--- src/hdl/tsk_pkg.sv ---
// Shared constants for the topological sort block.
`timescale 1ns / 1ps
`default_nettype none
package tsk_pkg;

    localparam int unsigned NODE_W        = 5;
    localparam int unsigned CNT_W         = 6;
    localparam int unsigned OUT_CAP       = 32;
    localparam int unsigned DEF_MAX_NODES = 32;

    localparam logic [CNT_W-1:0] NODE_COUNT_RST = 6'd32;

    localparam logic REQ_EDGE = 1'b0;
    localparam logic REQ_RUN  = 1'b1;

    localparam int unsigned APB_ADDR_W = 3;
    localparam int unsigned APB_DATA_W = 32;
    localparam int unsigned REG_IDX_W  = 1;

    localparam logic [REG_IDX_W-1:0] REG_NODE_COUNT = 1'b0;

endpackage
`default_nettype wire

--- src/hdl/topological_sort_kahn_top.sv ---
// Top level of the Kahn topological sort engine.
// Edge load: one transaction per cycle while idle, no result; the row is written in the cycle after acceptance.
// Run: in-degree pass, then per placed node a queue pop, queue read, row read and push of
// each node made ready, then a close and the emitted results; the single read ports set the pace.
// Reset: async, clears control, row valid flags and node_count (32); no clearing sweep.
`timescale 1ns / 1ps
`default_nettype none
module topological_sort_kahn_top #(
    parameter int unsigned MAX_NODES = tsk_pkg::DEF_MAX_NODES
) (
    input  logic                            clk,
    input  logic                            rst_n,
    input  logic                            psel,
    input  logic                            penable,
    input  logic                            pwrite,
    input  logic [tsk_pkg::APB_ADDR_W-1:0]  paddr,
    input  logic [tsk_pkg::APB_DATA_W-1:0]  pwdata,
    output logic [tsk_pkg::APB_DATA_W-1:0]  prdata,
    output logic                            pready,
    input  logic                            in_valid,
    output logic                            in_ready,
    input  logic                            req_type,
    input  logic [tsk_pkg::NODE_W-1:0]      source_node,
    input  logic [tsk_pkg::NODE_W-1:0]      target_node,
    output logic                            out_valid,
    input  logic                            out_ready,
    output logic [tsk_pkg::NODE_W-1:0]      node_index,
    output logic [tsk_pkg::CNT_W-1:0]       ordered_count,
    output logic                            cycle_error,
    output logic                            last
);
    import tsk_pkg::*;

    localparam int unsigned IW   = $clog2(MAX_NODES);
    localparam int unsigned NCAP = (MAX_NODES < OUT_CAP) ? MAX_NODES : OUT_CAP;
    localparam int unsigned DW   = $clog2(NCAP + 1);

    localparam logic [3:0] S_IDLE = 4'd0;
    localparam logic [3:0] S_DEG  = 4'd1;
    localparam logic [3:0] S_PUSH = 4'd2;
    localparam logic [3:0] S_POP  = 4'd3;
    localparam logic [3:0] S_QRD  = 4'd4;
    localparam logic [3:0] S_ROW  = 4'd5;
    localparam logic [3:0] S_DONE = 4'd6;
    localparam logic [3:0] S_EMRD = 4'd7;
    localparam logic [3:0] S_EMLD = 4'd8;

    logic [3:0]           state_reg, state_next;
    logic [CNT_W-1:0]     node_count_reg;
    logic [CNT_W-1:0]     cnt_reg, cnt_next;
    logic [CNT_W-1:0]     head_reg, head_next;
    logic [CNT_W-1:0]     tail_reg, tail_next;
    logic                 rd_pend_reg, rd_pend_next;
    logic [IW-1:0]        rd_row_reg, rd_row_next;
    logic [MAX_NODES-1:0] zmask_reg, zmask_next;
    logic [MAX_NODES-1:0] row_vld_reg, row_vld_next;
    logic [DW-1:0]        deg_reg [MAX_NODES];
    logic [DW-1:0]        deg_next [MAX_NODES];

    logic                 upd_vld_reg;
    logic [IW-1:0]        upd_row_reg;
    logic [NODE_W-1:0]    upd_col_reg;
    logic                 fwd_reg;
    logic [MAX_NODES-1:0] last_wdata_reg;

    logic                 out_valid_reg, out_valid_next;
    logic [NODE_W-1:0]    out_node_reg, out_node_next;
    logic [CNT_W-1:0]     out_cnt_reg, out_cnt_next;
    logic                 out_err_reg, out_err_next;
    logic                 out_last_reg, out_last_next;

    logic [CNT_W-1:0]     n_eff;
    logic [MAX_NODES-1:0] live;
    logic                 in_fire, edge_fire, run_fire, edge_ok, out_fire;
    logic                 cfg_wr;
    logic [REG_IDX_W-1:0] reg_idx;

    logic                 adj_we;
    logic [IW-1:0]        adj_waddr, adj_raddr;
    logic [MAX_NODES-1:0] adj_wdata, adj_rdata, adj_base, row_bits;

    logic                 q_we;
    logic [IW-1:0]        q_waddr, q_raddr;
    logic [NODE_W-1:0]    q_wdata, q_rdata;

    logic [MAX_NODES-1:0] zlow;
    logic [NODE_W-1:0]    low_idx;

    // configuration port
    assign pready  = 1'b1;
    assign reg_idx = paddr[APB_ADDR_W-1:2];
    assign cfg_wr  = psel && penable && pwrite && pready;

    always_comb
    begin
        unique case (reg_idx)
            REG_NODE_COUNT: prdata = {{(APB_DATA_W-CNT_W){1'b0}}, node_count_reg};
            default:        prdata = '0;
        endcase
    end

    always_ff @(posedge clk or negedge rst_n)
    begin
        if (!rst_n)
        begin
            node_count_reg <= NODE_COUNT_RST;
        end
        else if (cfg_wr && (reg_idx == REG_NODE_COUNT))
        begin
            node_count_reg <= pwdata[CNT_W-1:0];
        end
    end

    always_comb
    begin
        if (node_count_reg == '0)
        begin
            n_eff = CNT_W'(1);
        end
        else if (node_count_reg > CNT_W'(NCAP))
        begin
            n_eff = CNT_W'(NCAP);
        end
        else
        begin
            n_eff = node_count_reg;
        end
        for (int t = 0; t < MAX_NODES; t++)
        begin
            live[t] = (CNT_W'(t) < n_eff);
        end
    end

    // handshakes
    assign in_ready  = (state_reg == S_IDLE);
    assign in_fire   = in_valid && in_ready;
    assign edge_fire = in_fire && (req_type == REQ_EDGE);
    assign run_fire  = in_fire && (req_type == REQ_RUN);
    assign edge_ok   = (CNT_W'(source_node) < n_eff) && (CNT_W'(target_node) < n_eff);
    assign out_fire  = out_valid_reg && out_ready;

    assign out_valid     = out_valid_reg;
    assign node_index    = out_node_reg;
    assign ordered_count = out_cnt_reg;
    assign cycle_error   = out_err_reg;
    assign last          = out_last_reg;

    // adjacency memory: read-modify-write of a row on edge load
    assign adj_we    = upd_vld_reg;
    assign adj_waddr = upd_row_reg;
    assign adj_base  = row_vld_reg[upd_row_reg] ? (fwd_reg ? last_wdata_reg : adj_rdata) : '0;
    assign adj_wdata = adj_base | ({{(MAX_NODES-1){1'b0}}, 1'b1} << upd_col_reg);
    assign row_bits  = adj_rdata & live & {MAX_NODES{row_vld_reg[rd_row_reg]}};

    always_comb
    begin
        unique case (state_reg)
            S_IDLE:  adj_raddr = IW'(source_node);
            S_DEG:   adj_raddr = cnt_reg[IW-1:0];
            S_QRD:   adj_raddr = IW'(q_rdata);
            default: adj_raddr = '0;
        endcase
    end

    tsk_ram #(
        .WIDTH (MAX_NODES),
        .DEPTH (MAX_NODES)
    ) u_adj_ram (
        .clk   (clk),
        .we    (adj_we),
        .waddr (adj_waddr),
        .wdata (adj_wdata),
        .raddr (adj_raddr),
        .rdata (adj_rdata)
    );

    // ready queue; its first entries are also the placed order
    assign zlow    = zmask_reg & (~zmask_reg + {{(MAX_NODES-1){1'b0}}, 1'b1});
    assign q_we    = (state_reg == S_PUSH) && (zmask_reg != '0);
    assign q_waddr = tail_reg[IW-1:0];
    assign q_wdata = low_idx;

    always_comb
    begin
        low_idx = '0;
        for (int i = 0; i < MAX_NODES; i++)
        begin
            if (zlow[i])
            begin
                low_idx = low_idx | NODE_W'(i);
            end
        end
    end

    always_comb
    begin
        unique case (state_reg)
            S_POP:   q_raddr = head_reg[IW-1:0];
            default: q_raddr = cnt_reg[IW-1:0];
        endcase
    end

    tsk_ram #(
        .WIDTH (NODE_W),
        .DEPTH (MAX_NODES)
    ) u_queue_ram (
        .clk   (clk),
        .we    (q_we),
        .waddr (q_waddr),
        .wdata (q_wdata),
        .raddr (q_raddr),
        .rdata (q_rdata)
    );

    // sequencer
    always_comb
    begin
        state_next     = state_reg;
        cnt_next       = cnt_reg;
        head_next      = head_reg;
        tail_next      = tail_reg;
        rd_pend_next   = rd_pend_reg;
        rd_row_next    = rd_row_reg;
        zmask_next     = zmask_reg;
        row_vld_next   = row_vld_reg;
        deg_next       = deg_reg;
        out_valid_next = out_valid_reg && !out_ready;
        out_node_next  = out_node_reg;
        out_cnt_next   = out_cnt_reg;
        out_err_next   = out_err_reg;
        out_last_next  = out_last_reg;

        if (upd_vld_reg)
        begin
            row_vld_next[upd_row_reg] = 1'b1;
        end

        unique case (state_reg)
            S_IDLE:
            begin
                if (run_fire)
                begin
                    state_next   = S_DEG;
                    cnt_next     = '0;
                    head_next    = '0;
                    tail_next    = '0;
                    rd_pend_next = 1'b0;
                    for (int t = 0; t < MAX_NODES; t++)
                    begin
                        deg_next[t] = '0;
                    end
                end
            end
            S_DEG:
            begin
                if (rd_pend_reg)
                begin
                    for (int t = 0; t < MAX_NODES; t++)
                    begin
                        deg_next[t] = deg_reg[t] + DW'(row_bits[t]);
                    end
                end
                if (cnt_reg < n_eff)
                begin
                    rd_pend_next = 1'b1;
                    rd_row_next  = cnt_reg[IW-1:0];
                    cnt_next     = cnt_reg + CNT_W'(1);
                end
                else
                begin
                    rd_pend_next = 1'b0;
                    if (!rd_pend_reg)
                    begin
                        state_next = S_PUSH;
                        for (int t = 0; t < MAX_NODES; t++)
                        begin
                            zmask_next[t] = live[t] && (deg_reg[t] == '0);
                        end
                    end
                end
            end
            S_PUSH:
            begin
                if (zmask_reg != '0)
                begin
                    tail_next  = tail_reg + CNT_W'(1);
                    zmask_next = zmask_reg & ~zlow;
                end
                else
                begin
                    state_next = S_POP;
                end
            end
            S_POP:
            begin
                if (head_reg == tail_reg)
                begin
                    state_next = S_DONE;
                end
                else
                begin
                    head_next  = head_reg + CNT_W'(1);
                    state_next = S_QRD;
                end
            end
            S_QRD:
            begin
                rd_row_next = IW'(q_rdata);
                state_next  = S_ROW;
            end
            S_ROW:
            begin
                for (int t = 0; t < MAX_NODES; t++)
                begin
                    zmask_next[t] = 1'b0;
                    if (row_bits[t] && (deg_reg[t] != '0))
                    begin
                        deg_next[t]   = deg_reg[t] - DW'(1);
                        zmask_next[t] = (deg_reg[t] == DW'(1));
                    end
                end
                state_next = S_PUSH;
            end
            S_DONE:
            begin
                row_vld_next = '0;
                if (!out_valid_reg || out_ready)
                begin
                    if (head_reg == n_eff)
                    begin
                        cnt_next   = '0;
                        state_next = S_EMRD;
                    end
                    else
                    begin
                        out_valid_next = 1'b1;
                        out_node_next  = '0;
                        out_cnt_next   = head_reg;
                        out_err_next   = 1'b1;
                        out_last_next  = 1'b1;
                        state_next     = S_IDLE;
                    end
                end
            end
            S_EMRD:
            begin
                if (!out_valid_reg || out_ready)
                begin
                    state_next = S_EMLD;
                end
            end
            S_EMLD:
            begin
                out_valid_next = 1'b1;
                out_node_next  = q_rdata;
                out_cnt_next   = head_reg;
                out_err_next   = 1'b0;
                out_last_next  = ((cnt_reg + CNT_W'(1)) == n_eff);
                cnt_next       = cnt_reg + CNT_W'(1);
                state_next     = ((cnt_reg + CNT_W'(1)) == n_eff) ? S_IDLE : S_EMRD;
            end
            default:
            begin
                state_next = S_IDLE;
            end
        endcase
    end

    always_ff @(posedge clk or negedge rst_n)
    begin
        if (!rst_n)
        begin
            state_reg     <= S_IDLE;
            cnt_reg       <= '0;
            head_reg      <= '0;
            tail_reg      <= '0;
            rd_pend_reg   <= 1'b0;
            zmask_reg     <= '0;
            row_vld_reg   <= '0;
            upd_vld_reg   <= 1'b0;
            fwd_reg       <= 1'b0;
            out_valid_reg <= 1'b0;
        end
        else
        begin
            state_reg     <= state_next;
            cnt_reg       <= cnt_next;
            head_reg      <= head_next;
            tail_reg      <= tail_next;
            rd_pend_reg   <= rd_pend_next;
            zmask_reg     <= zmask_next;
            row_vld_reg   <= row_vld_next;
            upd_vld_reg   <= edge_fire && edge_ok;
            fwd_reg       <= upd_vld_reg && (upd_row_reg == IW'(source_node));
            out_valid_reg <= out_valid_next;
        end
    end

    always_ff @(posedge clk)
    begin
        rd_row_reg  <= rd_row_next;
        deg_reg     <= deg_next;
        upd_row_reg <= IW'(source_node);
        upd_col_reg <= target_node;
        if (upd_vld_reg)
        begin
            last_wdata_reg <= adj_wdata;
        end
        out_node_reg <= out_node_next;
        out_cnt_reg  <= out_cnt_next;
        out_err_reg  <= out_err_next;
        out_last_reg <= out_last_next;
    end

endmodule
`default_nettype wire

--- src/hdl/tsk_ram.sv ---
// Generic single-write, single-read RAM with registered read data.
`timescale 1ns / 1ps
`default_nettype none
module tsk_ram #(
    parameter int unsigned WIDTH = 8,
    parameter int unsigned DEPTH = 32
) (
    input  logic                     clk,
    input  logic                     we,
    input  logic [$clog2(DEPTH)-1:0] waddr,
    input  logic [WIDTH-1:0]         wdata,
    input  logic [$clog2(DEPTH)-1:0] raddr,
    output logic [WIDTH-1:0]         rdata
);

    logic [WIDTH-1:0] mem [DEPTH];

    always_ff @(posedge clk)
    begin
        if (we)
        begin
            mem[waddr] <= wdata;
        end
        rdata <= mem[raddr];
    end

endmodule
`default_nettype wire

--- config.mk ---
export PLATFORM = sky130hd
export DESIGN_NAME = topological_sort_kahn_top
export DESIGN_NICKNAME = d
export VERILOG_FILES = /design/src/hdl/tsk_pkg.sv /design/src/hdl/topological_sort_kahn_top.sv /design/src/hdl/tsk_ram.sv
export SDC_FILE = /design/constraint.sdc
export NUM_CORES = 2
export LEC_CHECK = 0
export BUFFER_PORTS_ARGS = -buffer_cell sky130_fd_sc_hd__buf_4
export CAP_MARGIN = 20
export CELL_PAD_IN_SITES_DETAIL_PLACEMENT = 2
export CELL_PAD_IN_SITES_GLOBAL_PLACEMENT = 2
export CORE_MARGIN = 1.5
export CORE_UTILIZATION = 48
export DETAILED_ROUTE_END_ITERATION = 16
export GPL_ROUTABILITY_DRIVEN = 0
export PLACE_DENSITY_LB_ADDON = 0.1
export SETUP_SLACK_MARGIN = 0.05
export SLEW_MARGIN = 10
export SYNTH_ARGS = -nofsm -noshare
export SYNTH_HDL_FRONTEND = slang
export SYNTH_SLANG_ARGS = --single-unit
export TNS_END_PERCENT = 20
--- constraint.sdc ---
create_clock -name clk -period 6.11 [get_ports clk]
set_clock_uncertainty 0.1 [all_clocks]
set_input_delay 0.611 -clock clk [delete_from_list [all_inputs] [get_ports clk]]
set_output_delay 0.611 -clock clk [all_outputs]
set_load 0.05 [all_outputs]
==> flow_summary.json <==
{
  "synth_largest_area_cell": "edfxtp_1",
  "antenna_found_initial": 7,
  "synth_most_common_cell": "edfxtp_1",
  "min_period_ns": 4.64,
  "power.total_uw": 22700,
  "nFillCells": 13615,
  "arrival_ns": 4.98,
  "synth_top_flop_cell": "edfxtp_1",
  "reg2reg_depth": 5,
  "yosys-top-cells-area": "edfxtp_1 60%, nand2_1 5.4%, mux2i_1 4.9%, dfrtp_1 3.3%, nand3_1 2.9%",
  "clock_sinks": 1569,
  "detail-route-antenna-nets": 0,
  "ys_seq_elements": 1569,
  "root_buffer": "clkbuf_16",
  "ir_drop_uv": 410,
  "die_area_sq_um": 152000,
  "critPathMaxFanout": 24,
  "cts_resized": 0,
  "leakagePower_uw": 0.0291,
  "met1_length_um": 107000,
  "crit_type": "flip-flop to flip-flop",
  "die_y_um": 390,
  "max_stage_delay_ns": 0.77,
  "routed-via-count": 52689,
  "grt_util_all_layers": 0.362,
  "tightest_slew_ns": 1.24,
  "regToRegStartpoint": "state_reg[0]",
  "synthDistinctLibCells": 89,
  "ys_warn_count": 0,
  "stdcell_count": 7912,
  "crit_slowest_cell": "a21oi_2",
  "routed-wl-met3_um": 22000,
  "finalHoldViolCount": 0,
  "synthTopCellsByCount": "1426 x edfxtp_1, 1032 x nand2_1, 422 x nand3_1",
  "tns_ns": 0,
  "hpwl_um": 157000,
  "holdWs_ns": 0.0525,
  "numCtsBuffers": 170,
  "synthArstFlopShare": 0.0612,
  "critical_path.top_delay_family": "simple AND/OR/NAND/NOR gates",
  "vias_per_cell": 6.66,
  "initial_core_util": 0.485,
  "min_path_type": "primary input to flip-flop",
  "drive_gt1_frac": 0.0998,
  "drt-total-wl_um": 278000,
  "path_common_cell": "nand2_1",
  "syn_inst": 5807,
  "hold_path_depth": 3,
  "maxSlewViolCount": 0,
  "hold_start": "in_valid",
  "reg2reg_slack_ns": 1.47,
  "path_cells": "nor3_1 -> nand2_1 -> a21oi_2 -> nand2_1 -> nor2_1",
  "h-tree-depth": 4,
  "wl_per_cell_um": 35.1,
  "dpl.cell_count": 7568,
  "rows": 141,
  "multi_input_area_sq_um": 24300,
  "drc_errors": 0,
  "grt_pass1_wl_um": 400000,
  "rsz0062_at_grt": "false",
  "numPortBuffers": 45,
  "wl_met2_um": 135000,
  "yosysSeqAreaShare": 0.644,
  "drtPass1Iterations": 5,
  "setup_violations": 0,
  "syn_area_sq_um": 71700,
  "endpoint_kind": "flip-flop",
  "worstSetupStartpointType": "flip-flop",
  "syn_to_final_growth_pct": 12.5,
  "grt_max_degree": 96,
  "fin_util": 0.545,
  "slew_headroom": 0.176,
  "synth_top_area_frac": 0.597,
  "io_pins": 101,
  "largest_reg_flops": 1024,
  "fmax_ghz": 0.216,
  "outcome": "completed",
  "period_share": 0.759,
  "maxUsedRoutingLayer": "met5",
  "seqCellArea_sq_um": 46200,
  "grt_pass1_vias": 57075,
  "power_density_nw_per_um2": 281,
  "cts_tree": "done",
  "drv_cap": 0,
  "synth_edf_count": 1426,
  "clk_latency_ns": 0.82,
  "core_sq_um": 148000,
  "syn_area_per_cell_sq_um": 12.4,
  "layout.nets": 6051,
  "clockBufferDepth": 3,
  "die_x_um": 390,
  "crit_buf_inv": 0,
  "min_to": "adj_we",
  "worstReg2RegEnd": "u_queue_ram.mem[27][3]",
  "required_ns": 6.45,
  "drt_iter0_drc": 5244,
  "grt_overflow": 0,
  "path_clk_slew_ns": 0.06,
  "postCtsSetupBuffers": 0
}
==> timing repair <==
item | 4_1_cts | 5_1_grt
hold buffers | 17 | 0
hold endpoints to repair | 52 | 0
endpoints found under the setup margin | 0 | 0
==> layout make-up <==
cell class / count / area share
flip-flops and latches: 1569 / 0.572
multi-input cells: 3775 / 0.301
clock buffers: 240 / 0.0583
well taps: 1930 / 0.0299
repair buffers: 215 / 0.0248
clock inverters: 78 / 0.00888
inverters: 103 / 0.00481
diodes: 2 / 0.0000620
==> placed cells by master (no fill, tap or decap), types with 52 or more instances in the layout <==
master / n
a211oi_1: 52
a21oi_1: 143
a32oi_1: 75
buf_4: 168
clkbuf_1: 58
clkbuf_16: 176
dfrtp_1: 92
edfxtp_1: 1426
ha_1: 164
inv_1: 102
mux2i_1: 347
nand2_1: 1030
nand3_1: 422
nor2_1: 362
nor3_1: 57
o2111ai_1: 53
o21ai_0: 96
o22ai_1: 56
xor2_1: 126
==> tightest hold or removal path, cell delays in order <==
cell and delay (ns):
buf_4 0.14, nand3_1 0.09, a211oi_1 0.06
==> stage by stage <==
stage                     cell area [sq um]  setup slack [ns]
final                                 80700              1.47
after global routing                  80700              1.30
after global placement                74800              1.58
after detailed placement              74800              1.83
after floorplan                       71800              2.51
after CTS                             80400              1.62
==> cell families (layout without fill, tap and decap cells) <==
logic type,Yosys count,in the layout,synth area share
other,2,29,0.000105
flip-flops,1569,1569,0.644
adder cells (fa/ha/maj),164,164,0.0286
multiplexers,387,387,0.0590
XOR/XNOR,166,166,0.0203
buffers and inverters,488,636,0.0300
AO/OA/AOI/OAI,826,826,0.0804
AND/OR/NAND/NOR,2205,2205,0.138
==> where the power goes <==
part           leakage [uW]  internal (uW)  switching [uW]
Sequential           0.0124          11600            28.4
Combinational        0.0141            159             461
Clock               0.00264           5750            4680
==> worst max-delay path by stage <==
stage | startpoint | to | slack [ns] | depth (start not counted)
final | state_reg[0] | u_queue_ram.mem[27][3] | 1.47 | 5
after CTS | state_reg[0] | u_adj_ram.rdata[22] | 1.62 | 8
after global placement | node_count_reg[1] | zmask_reg[6] | 1.58 | 12
after detailed placement | rd_row_reg[0] | deg_reg[65] | 1.83 | 11
after global routing | state_reg[0] | u_queue_ram.mem[3][3] | 1.30 | 5
after floorplan | adj_we | u_adj_ram.mem[0][0] | 2.51 | 3
==> per-layer routing <==
layer  vias to the layer above  track usage
met4                        16        0.160
met3                       702       0.0644
met1                     27694        0.460
met5                         -            0
met2                      2607        0.607
li1                      21670            -
No activity file was read; power rests on OpenSTA's default activity.
